[src/hdl/rpcf_pkg.sv]
// rpcf_pkg: widths, mode codes and register indexes for the rgba pixel colour filter
// no dependencies; compiled first

package rpcf_pkg;

   localparam int PIXEL_W    = 32;
   localparam int CHAN_W     = 8;
   localparam int CSR_IDX_W  = 3;
   localparam int CSR_DATA_W = 9;
   localparam int MODE_W     = 3;
   localparam int OFFSET_W   = 9;

   // channel sum of three 8-bit values, and floor(sum/3) by reciprocal multiply
   localparam int SUM_W      = 10;
   localparam int MEAN_RECIP = 683;
   localparam int MEAN_SHIFT = 11;
   localparam int MEAN_PROD_W = 19;

   localparam logic [CHAN_W-1:0] CHAN_MAX = 8'hff;

   typedef enum logic [MODE_W-1:0] {
      MODE_INVERT      = 3'd0,
      MODE_MONO        = 3'd1,
      MODE_NIGHT       = 3'd2,
      MODE_THRESHOLD   = 3'd3,
      MODE_OFFSET      = 3'd4,
      MODE_SWAP_INVERT = 3'd5
   } mode_type;

   typedef enum logic [CSR_IDX_W-1:0] {
      CSR_FILTER_MODE     = 3'd0,
      CSR_THRESHOLD_RED   = 3'd1,
      CSR_THRESHOLD_GREEN = 3'd2,
      CSR_THRESHOLD_BLUE  = 3'd3,
      CSR_OFFSET_RED      = 3'd4,
      CSR_OFFSET_GREEN    = 3'd5,
      CSR_OFFSET_BLUE     = 3'd6
   } csr_index_type;

endpackage

[src/hdl/rpcf_channels.sv]
// rpcf channel interfaces: pixel request, pixel response and register write
// depends on rpcf_pkg for the payload widths

interface rpcf_req_if;
   import rpcf_pkg::*;
   logic               valid;
   logic               ready;
   logic [PIXEL_W-1:0] pixel_in;
   modport source (output valid, output pixel_in, input ready);
   modport sink   (input valid, input pixel_in, output ready);
endinterface

interface rpcf_rsp_if;
   import rpcf_pkg::*;
   logic               valid;
   logic               ready;
   logic [PIXEL_W-1:0] pixel_out;
   modport source (output valid, output pixel_out, input ready);
   modport sink   (input valid, input pixel_out, output ready);
endinterface

interface rpcf_csr_if;
   import rpcf_pkg::*;
   logic                  valid;
   logic                  ready;
   logic [CSR_IDX_W-1:0]  index;
   logic [CSR_DATA_W-1:0] data;
   modport source (output valid, output index, output data, input ready);
   modport sink   (input valid, input index, input data, output ready);
endinterface

[src/hdl/rgba_pixel_color_filter.sv]
// rgba_pixel_color_filter: three-stage pixel colour filter (invert, mono, night,
// threshold, offset add, swap-invert); depends on rpcf_pkg and rpcf_channels
//
//   port     role    payload
//   req_if   sink    pixel_in  [31:0]
//   rsp_if   source  pixel_out [31:0]
//   csr_if   sink    index [2:0], data [8:0], always ready
//
// one pixel per clock unless rsp stalls; each pixel passes the stage 1, 2 and 3 registers
// stage 1: unpack, channel sum, threshold and saturating offset candidates
// stage 2: sum times reciprocal of three; stage 3: select by mode into the output register
// a stalled stage holds its data, earlier stages fill any empty slot behind it
// synchronous reset clears the stage valid bits and the filter registers; stage data is not reset

module rgba_pixel_color_filter (
   input  logic             clock,
   input  logic             reset,
   rpcf_req_if.sink         req_if,
   rpcf_rsp_if.source       rsp_if,
   rpcf_csr_if.sink         csr_if
);
   import rpcf_pkg::*;

   typedef struct packed {
      logic [CHAN_W-1:0] r;
      logic [CHAN_W-1:0] g;
      logic [CHAN_W-1:0] b;
      logic [CHAN_W-1:0] a;
   } pix_type;

   typedef struct packed {
      pix_type           pix;
      logic [SUM_W-1:0]  sum;
      pix_type           thr;
      pix_type           off;
   } s1_type;

   typedef struct packed {
      pix_type                pix;
      logic [MEAN_PROD_W-1:0] prod;
      pix_type                thr;
      pix_type                off;
   } s2_type;

   // configuration registers
   mode_type                    mode_ff;
   logic [CHAN_W-1:0]           thr_red_ff, thr_green_ff, thr_blue_ff;
   logic signed [OFFSET_W-1:0]  off_red_ff, off_green_ff, off_blue_ff;

   logic    v1_ff, v2_ff, v3_ff;
   s1_type  s1_ff, s1_in;
   s2_type  s2_ff, s2_in;
   logic [PIXEL_W-1:0] out_ff, out_in;
   logic    adv1, adv2, adv3;
   pix_type px;
   logic [CHAN_W-1:0] mean;

   function automatic logic [CHAN_W-1:0] sat_add(input logic [CHAN_W-1:0] c,
                                                 input logic [OFFSET_W-1:0] off);
      logic signed [SUM_W-1:0] s;
      s = $signed({2'b00, c}) + $signed({off[OFFSET_W-1], off});
      if (s[SUM_W-1])
         return '0;
      else if (s[SUM_W-2])
         return CHAN_MAX;
      else
         return s[CHAN_W-1:0];
   endfunction

   assign csr_if.ready = 1'b1;

   always_ff @(posedge clock) begin
      if (reset) begin
         mode_ff      <= MODE_INVERT;
         thr_red_ff   <= '0;
         thr_green_ff <= '0;
         thr_blue_ff  <= '0;
         off_red_ff   <= '0;
         off_green_ff <= '0;
         off_blue_ff  <= '0;
      end else if (csr_if.valid && csr_if.ready) begin
         case (csr_index_type'(csr_if.index))
            CSR_FILTER_MODE:     mode_ff      <= mode_type'(csr_if.data[MODE_W-1:0]);
            CSR_THRESHOLD_RED:   thr_red_ff   <= csr_if.data[CHAN_W-1:0];
            CSR_THRESHOLD_GREEN: thr_green_ff <= csr_if.data[CHAN_W-1:0];
            CSR_THRESHOLD_BLUE:  thr_blue_ff  <= csr_if.data[CHAN_W-1:0];
            CSR_OFFSET_RED:      off_red_ff   <= $signed(csr_if.data[OFFSET_W-1:0]);
            CSR_OFFSET_GREEN:    off_green_ff <= $signed(csr_if.data[OFFSET_W-1:0]);
            CSR_OFFSET_BLUE:     off_blue_ff  <= $signed(csr_if.data[OFFSET_W-1:0]);
            default: ;
         endcase
      end
   end

   // a stage moves on when it is empty or its successor moves on
   assign adv3 = !v3_ff || rsp_if.ready;
   assign adv2 = !v2_ff || adv3;
   assign adv1 = !v1_ff || adv2;
   assign req_if.ready = adv1;

   always_ff @(posedge clock) begin
      if (reset) begin
         v1_ff <= 1'b0;
         v2_ff <= 1'b0;
         v3_ff <= 1'b0;
      end else begin
         if (adv1) v1_ff <= req_if.valid;
         if (adv2) v2_ff <= v1_ff;
         if (adv3) v3_ff <= v2_ff;
      end
   end

   // stage 1
   always_comb begin
      px = pix_type'(req_if.pixel_in);
      s1_in.pix   = px;
      s1_in.sum   = SUM_W'(px.r) + SUM_W'(px.g) + SUM_W'(px.b);
      s1_in.thr.r = (px.r >= thr_red_ff)   ? px.r : '0;
      s1_in.thr.g = (px.g >= thr_green_ff) ? px.g : '0;
      s1_in.thr.b = (px.b >= thr_blue_ff)  ? px.b : '0;
      s1_in.thr.a = px.a;
      s1_in.off.r = sat_add(px.r, off_red_ff);
      s1_in.off.g = sat_add(px.g, off_green_ff);
      s1_in.off.b = sat_add(px.b, off_blue_ff);
      s1_in.off.a = px.a;
   end

   // stage 2: floor(sum/3) = (sum * 683) >> 11, exact for sums up to 765
   always_comb begin
      s2_in.pix  = s1_ff.pix;
      s2_in.thr  = s1_ff.thr;
      s2_in.off  = s1_ff.off;
      s2_in.prod = MEAN_PROD_W'(s1_ff.sum) * MEAN_PROD_W'(MEAN_RECIP);
   end

   // stage 3
   always_comb begin
      mean = s2_ff.prod[MEAN_SHIFT +: CHAN_W];
      case (mode_ff)
         MODE_INVERT:
            out_in = {CHAN_MAX - s2_ff.pix.r, CHAN_MAX - s2_ff.pix.g,
                      CHAN_MAX - s2_ff.pix.b, s2_ff.pix.a};
         MODE_MONO:
            out_in = {mean, mean, mean, {CHAN_W{1'b0}}};
         MODE_NIGHT:
            out_in = {{CHAN_W{1'b0}}, mean, {CHAN_W{1'b0}}, {CHAN_W{1'b0}}};
         MODE_THRESHOLD:
            out_in = s2_ff.thr;
         MODE_OFFSET:
            out_in = s2_ff.off;
         MODE_SWAP_INVERT:
            out_in = {CHAN_MAX - s2_ff.pix.b, CHAN_MAX - s2_ff.pix.g,
                      CHAN_MAX - s2_ff.pix.r, s2_ff.pix.a};
         default:
            out_in = s2_ff.pix;
      endcase
   end

   always_ff @(posedge clock) begin
      if (adv1) s1_ff  <= s1_in;
      if (adv2) s2_ff  <= s2_in;
      if (adv3) out_ff <= out_in;
   end

   assign rsp_if.valid     = v3_ff;
   assign rsp_if.pixel_out = out_ff;

endmodule

[src/flat_wrapper.sv]
// flat-port wrapper written by rule: the top's interface ports become plain ports
module rgba_pixel_color_filter_flat import rpcf_pkg::*;
  (clock, reset, req_if_valid, req_if_pixel_in, req_if_ready, rsp_if_valid, rsp_if_pixel_out, rsp_if_ready, csr_if_valid, csr_if_index, csr_if_data, csr_if_ready);
  rpcf_req_if req_if_i ();
  rpcf_rsp_if rsp_if_i ();
  rpcf_csr_if csr_if_i ();
  input  logic clock;
  input  logic reset;
  input wire logic [$bits(req_if_i.valid)-1:0] req_if_valid;
  input wire logic [$bits(req_if_i.pixel_in)-1:0] req_if_pixel_in;
  output wire logic [$bits(req_if_i.ready)-1:0] req_if_ready;
  output wire logic [$bits(rsp_if_i.valid)-1:0] rsp_if_valid;
  output wire logic [$bits(rsp_if_i.pixel_out)-1:0] rsp_if_pixel_out;
  input wire logic [$bits(rsp_if_i.ready)-1:0] rsp_if_ready;
  input wire logic [$bits(csr_if_i.valid)-1:0] csr_if_valid;
  input wire logic [$bits(csr_if_i.index)-1:0] csr_if_index;
  input wire logic [$bits(csr_if_i.data)-1:0] csr_if_data;
  output wire logic [$bits(csr_if_i.ready)-1:0] csr_if_ready;
  assign req_if_i.valid = req_if_valid;
  assign req_if_i.pixel_in = req_if_pixel_in;
  assign req_if_ready = req_if_i.ready;
  assign rsp_if_valid = rsp_if_i.valid;
  assign rsp_if_pixel_out = rsp_if_i.pixel_out;
  assign rsp_if_i.ready = rsp_if_ready;
  assign csr_if_i.valid = csr_if_valid;
  assign csr_if_i.index = csr_if_index;
  assign csr_if_i.data = csr_if_data;
  assign csr_if_ready = csr_if_i.ready;
  rgba_pixel_color_filter u_core (.clock(clock), .reset(reset), .req_if(req_if_i), .rsp_if(rsp_if_i), .csr_if(csr_if_i));
endmodule
[config.mk]
export PLATFORM = sky130hd
export DESIGN_NAME = rgba_pixel_color_filter_flat
export DESIGN_NICKNAME = d
export VERILOG_FILES = /design/src/hdl/rpcf_pkg.sv /design/src/hdl/rpcf_channels.sv /design/src/hdl/rgba_pixel_color_filter.sv /design/src/flat_wrapper.sv
export SDC_FILE = /design/constraint.sdc
export NUM_CORES = 1
export LEC_CHECK = 0
export BUFFER_PORTS_ARGS = -buffer_cell sky130_fd_sc_hd__buf_2
export CORE_MARGIN = 2
export CORE_UTILIZATION = 35
export CTS_CLUSTER_SIZE = 20
export DETAILED_ROUTE_END_ITERATION = 16
export PLACE_DENSITY_LB_ADDON = 0.3
export SYNTH_ARGS = -nofsm -noshare
export SYNTH_HDL_FRONTEND = slang
export SYNTH_SLANG_ARGS = --single-unit
export TNS_END_PERCENT = 30
[constraint.sdc]
create_clock -name clock -period 8.1 [get_ports clock]
set_input_delay 1.215 -clock clock [delete_from_list [all_inputs] [get_ports clock]]
set_output_delay 1.215 -clock clock [all_outputs]
set_load 0.02 [all_outputs]
==> flow_summary_export.csv <==
group,metric,value,unit
drt,drtIter0Drc,683,
pwr,p_leak,6.36,nW
drt,drc,0,
logic_synthesis,synthTopCellsByArea,"edfxtp_1 (45%), ha_1 (11%), dfxtp_1 (8.2%)",
hold_path,holdPathEnd,"u_core.s2_ff[18]",
final_layout,fin_nets,1533,
final_layout,fill_cells,3792,
sta,finalHoldViolCount,0,
drt,wl,31600,µm
cts,clk_pin_slew,0.06,ns
placed_design,post_dp_cell_area,15000,µm²
global_routing,antenna_found_initial,0,
floorplanning,die_h,204,µm
drt,ant_nets,0,
cts,cts_buffer_depth,3,
sta,maxSlewHeadroom,0.252,
hold_path,holdPathStages,0,
logic_synthesis,synth_edf_count,210,
cts,cts_tree,"yes",
placed_design,gp_congestion,0.818,
logic_synthesis,synth_cells,1253,
pwr,ir_drop,0.611,mV
logic_synthesis,synthArstFlopShare,0,
setup_path,worstPathArrival,4.87,ns
cts,hold_buffers,0,
placed_design,hpwlAfterDp,23500,µm
run_status,outcome,"complete, no violations",
final_layout,drive_gt1_frac,0.112,
placed_design,preCtsSetupSlack,3.50,ns
final_layout,design_area,15900,µm²
hold_path,hp-class,"flop to flop",
cts,cts_resized,0,
drt,vias,9174,
cts,root_buffer,"clkbuf_16",
logic_synthesis,yosysMostFrequentCell,"edfxtp_1",
sta,slew_violations,0,
logic_synthesis,ys_types,66,
cts,clock_sinks,267,
global_routing,grtUsageMet1,0.234,
sta,setup_slack,3.54,ns
setup_path,r2r_slack,3.54,ns
final_layout,syn2layout_area_growth,13.7,%
logic_synthesis,synth-compound-area-share,0.123,
placed_design,port_buffers,82,
drt,vias_per_cell,4.88,
run,maxCapViolations,0,
global_routing,busiest_layer,"met1",
global_routing,use_met2,0.234,
setup_path,regToRegStartpoint,"u_core.s1_ff[69]",
logic_synthesis,muxShareOfSynthArea,0.0186,
setup_path,crit_required,8.40,ns
floorplanning,fp.coreArea,39500,µm²
logic_synthesis,seq_area_frac_synth,0.532,
pwr,power.density,439,nW/µm²
setup_path,crit_type,"flop to flop",
logic_synthesis,synth_common_cells,"edfxtp_1 (210), nand2_1 (154), a21oi_1 (143)",
logic_synthesis,ys_ff_latch,267,
cts,postCtsSetupBuffers,0,
global_routing,first_global_vias,8914,
floorplanning,fp.dieW,204,µm
setup_path,end_kind,"flop",
sta,tightest_slew,1.12,ns
pwr,swShare,0.395,
setup_path,reg2reg_depth,16,
sta,rsz0062_at_grt,"false",
pwr,intPower,4.23,mW
pwr,power_frac_clock,0.187,
logic_synthesis,synth_flop_cell,"edfxtp_1",
sta,max_freq,219,MHz
setup_path,path_max_fanout,4,
floorplanning,die_area,41600,µm²
sta,final.period_utilization,0.564,
global_routing,use_met3,0.0191,
drt,drtPass1Iterations,5,
global_routing,gr-total-overflow,0,
final_layout,antenna_cells,0,
pwr,comb_power_share,0.545,
drt,routedWlPerCell,16.8,µm
pwr,p_sw,2.76,mW
setup_path,cp-start-kind,"flop",
sta,fin_setup_tns,0,ns
cts,cts_inserted_buffers,28,
logic_synthesis,synth_top_family_by_area,"adder cells",
setup_path,r2r-end,"u_core.mean[7]",
logic_synthesis,yosys.area_share.adder,0.146,
global_routing,track_usage,0.154,
logic_synthesis,synth_top_area_frac,0.451,
logic_synthesis,syn_nets,1450,
hold_path,min-delay-start,"u_core.s1_ff[18]",
global_routing,grt_pass1_wl,49900,µm
cts,clk_latency,0.56,ns
sta,fin_crit,4.56,ns
global_routing,grt_max_degree,83,
logic_synthesis,yosysWarnings,0,
pwr,p_seq_frac,0.268,
floorplanning,design.portCount,84,
logic_synthesis,syn_area,14000,µm²
cts,cts-htree-levels,1,
logic_synthesis,yosysTopAreaCell,"edfxtp_1",
logic_synthesis,synth_xor_area_frac,0.0262,
sta,skew,0.0243,ns
logic_synthesis,synth-simple-area-share,0.115,
floorplanning,start_util,0.354,
floorplanning,core.rowCount,73,
sta,setup_viol,0,
logic_synthesis,syn-mean-instance-area,11.2,µm²
-- through the flow --
step / power, mW / hold slack [ns] / util / std cells
2_1_floorplan: 4.81 / 0.400 / - / 1253
3_3_place_gp: 5.63 / 0.401 / 0.379 / 1831
3_5_place_dp: 5.74 / 0.405 / 0.379 / 1831
4_1_cts: 7.07 / 0.397 / 0.402 / 1879
5_1_grt: 7.65 / 0.407 / 0.402 / 1879
6_report: 6.98 / 0.399 / 0.402 / 1879
-- power by group through the flow --
stage	clock network (mW)	registers, mW	logic [mW]
6_report	1.31	1.87	3.80
5_1_grt	1.39	1.89	4.37
4_1_cts	1.33	1.88	3.86
3_5_place_dp	0	1.91	3.83
3_3_place_gp	0	1.90	3.73
2_1_floorplan	0	1.87	2.93
-- worst max path at each step --
stage / startpoint / endpoint / slack, ns / cells after the start
2_1_floorplan: rsp_if_ready / req_if_ready / 3.41 / 3
3_3_place_gp: u_core.s1_ff[69] / u_core.mean[7] / 3.55 / 16
3_5_place_dp: u_core.s1_ff[69] / u_core.mean[7] / 3.50 / 16
4_1_cts: u_core.s1_ff[69] / u_core.mean[7] / 3.51 / 16
5_1_grt: u_core.s1_ff[69] / u_core.mean[7] / 3.27 / 16
6_report: u_core.s1_ff[69] / u_core.mean[7] / 3.54 / 16
-- flip-flops by register name (all words and copies together), names as in the netlist --
name                     count
u_core.mean                  8
u_core.mode_ff               3
u_core.off_blue_ff           9
u_core.off_green_ff          9
u_core.off_red_ff            9
u_core.rsp_if.pixel_out     32
u_core.rsp_if.valid          1
u_core.s1_ff                90
u_core.s2_ff                80
u_core.thr_blue_ff           8
u_core.thr_green_ff          8
u_core.thr_red_ff            8
u_core.v1_ff                 1
u_core.v2_ff                 1
-- metal layers --
layer / vias to the layer above / routed length, µm
li1: 4631 / -
met1: 4288 / 15900
met2: 219 / 13500
met3: 36 / 1670
met4: 0 / 557
met5: - / 0
-- critical path, stage by stage (launching register included) --
cell,delay (ns)
edfxtp_1,0.47
ha_1,0.38
ha_1,0.29
inv_1,0.05
fa_1,0.47
inv_1,0.05
fa_1,0.52
inv_1,0.05
fa_1,0.51
inv_1,0.04
ha_1,0.33
and4_1,0.21
o21a_1,0.11
a211oi_2,0.28
nor2_1,0.14
a221oi_1,0.33
xnor2_1,0.10
-- placed cells by master (no fill, tap or decap), types with 29 or more instances in the layout --
| cell type | netlist | layout |
|---|---|---|
| a21oi_1 | 143 | 143 |
| and2_1 | 34 | 34 |
| dfxtp_1 | 57 | 54 |
| xnor2_1 | 29 | 29 |
| edfxtp_1 | 210 | 210 |
| ha_1 | 122 | 122 |
| nor2_1 | 61 | 61 |
| o21ai_0 | 50 | 50 |
| nand2_1 | 154 | 153 |
| buf_2 | 7 | 82 |
| inv_1 | 105 | 104 |
-- cells by family after synthesis --
group                      count (synthesis)
buffers and inverters                    141
xor gates and xnor gates                  41
AOI/OAI and AO/OA                        285
muxes                                     26
DFF                                      267
adders and majority gates                148
other                                      1
and+or+nand+nor                          344
-- final cells by class --
| type | count | area, µm² | area share |
|---|---|---|---|
| clock inverter | 16 | 223 | 0.0140 |
| inverter | 106 | 399 | 0.0251 |
| clock buffer | 32 | 716 | 0.0450 |
| sequential | 267 | 7450 | 0.468 |
| timing repair buffer | 88 | 455 | 0.0286 |
| multi-input combinational | 845 | 6010 | 0.378 |
| tap | 525 | 657 | 0.0413 |
No activity file was read; power rests on OpenSTA's default activity.
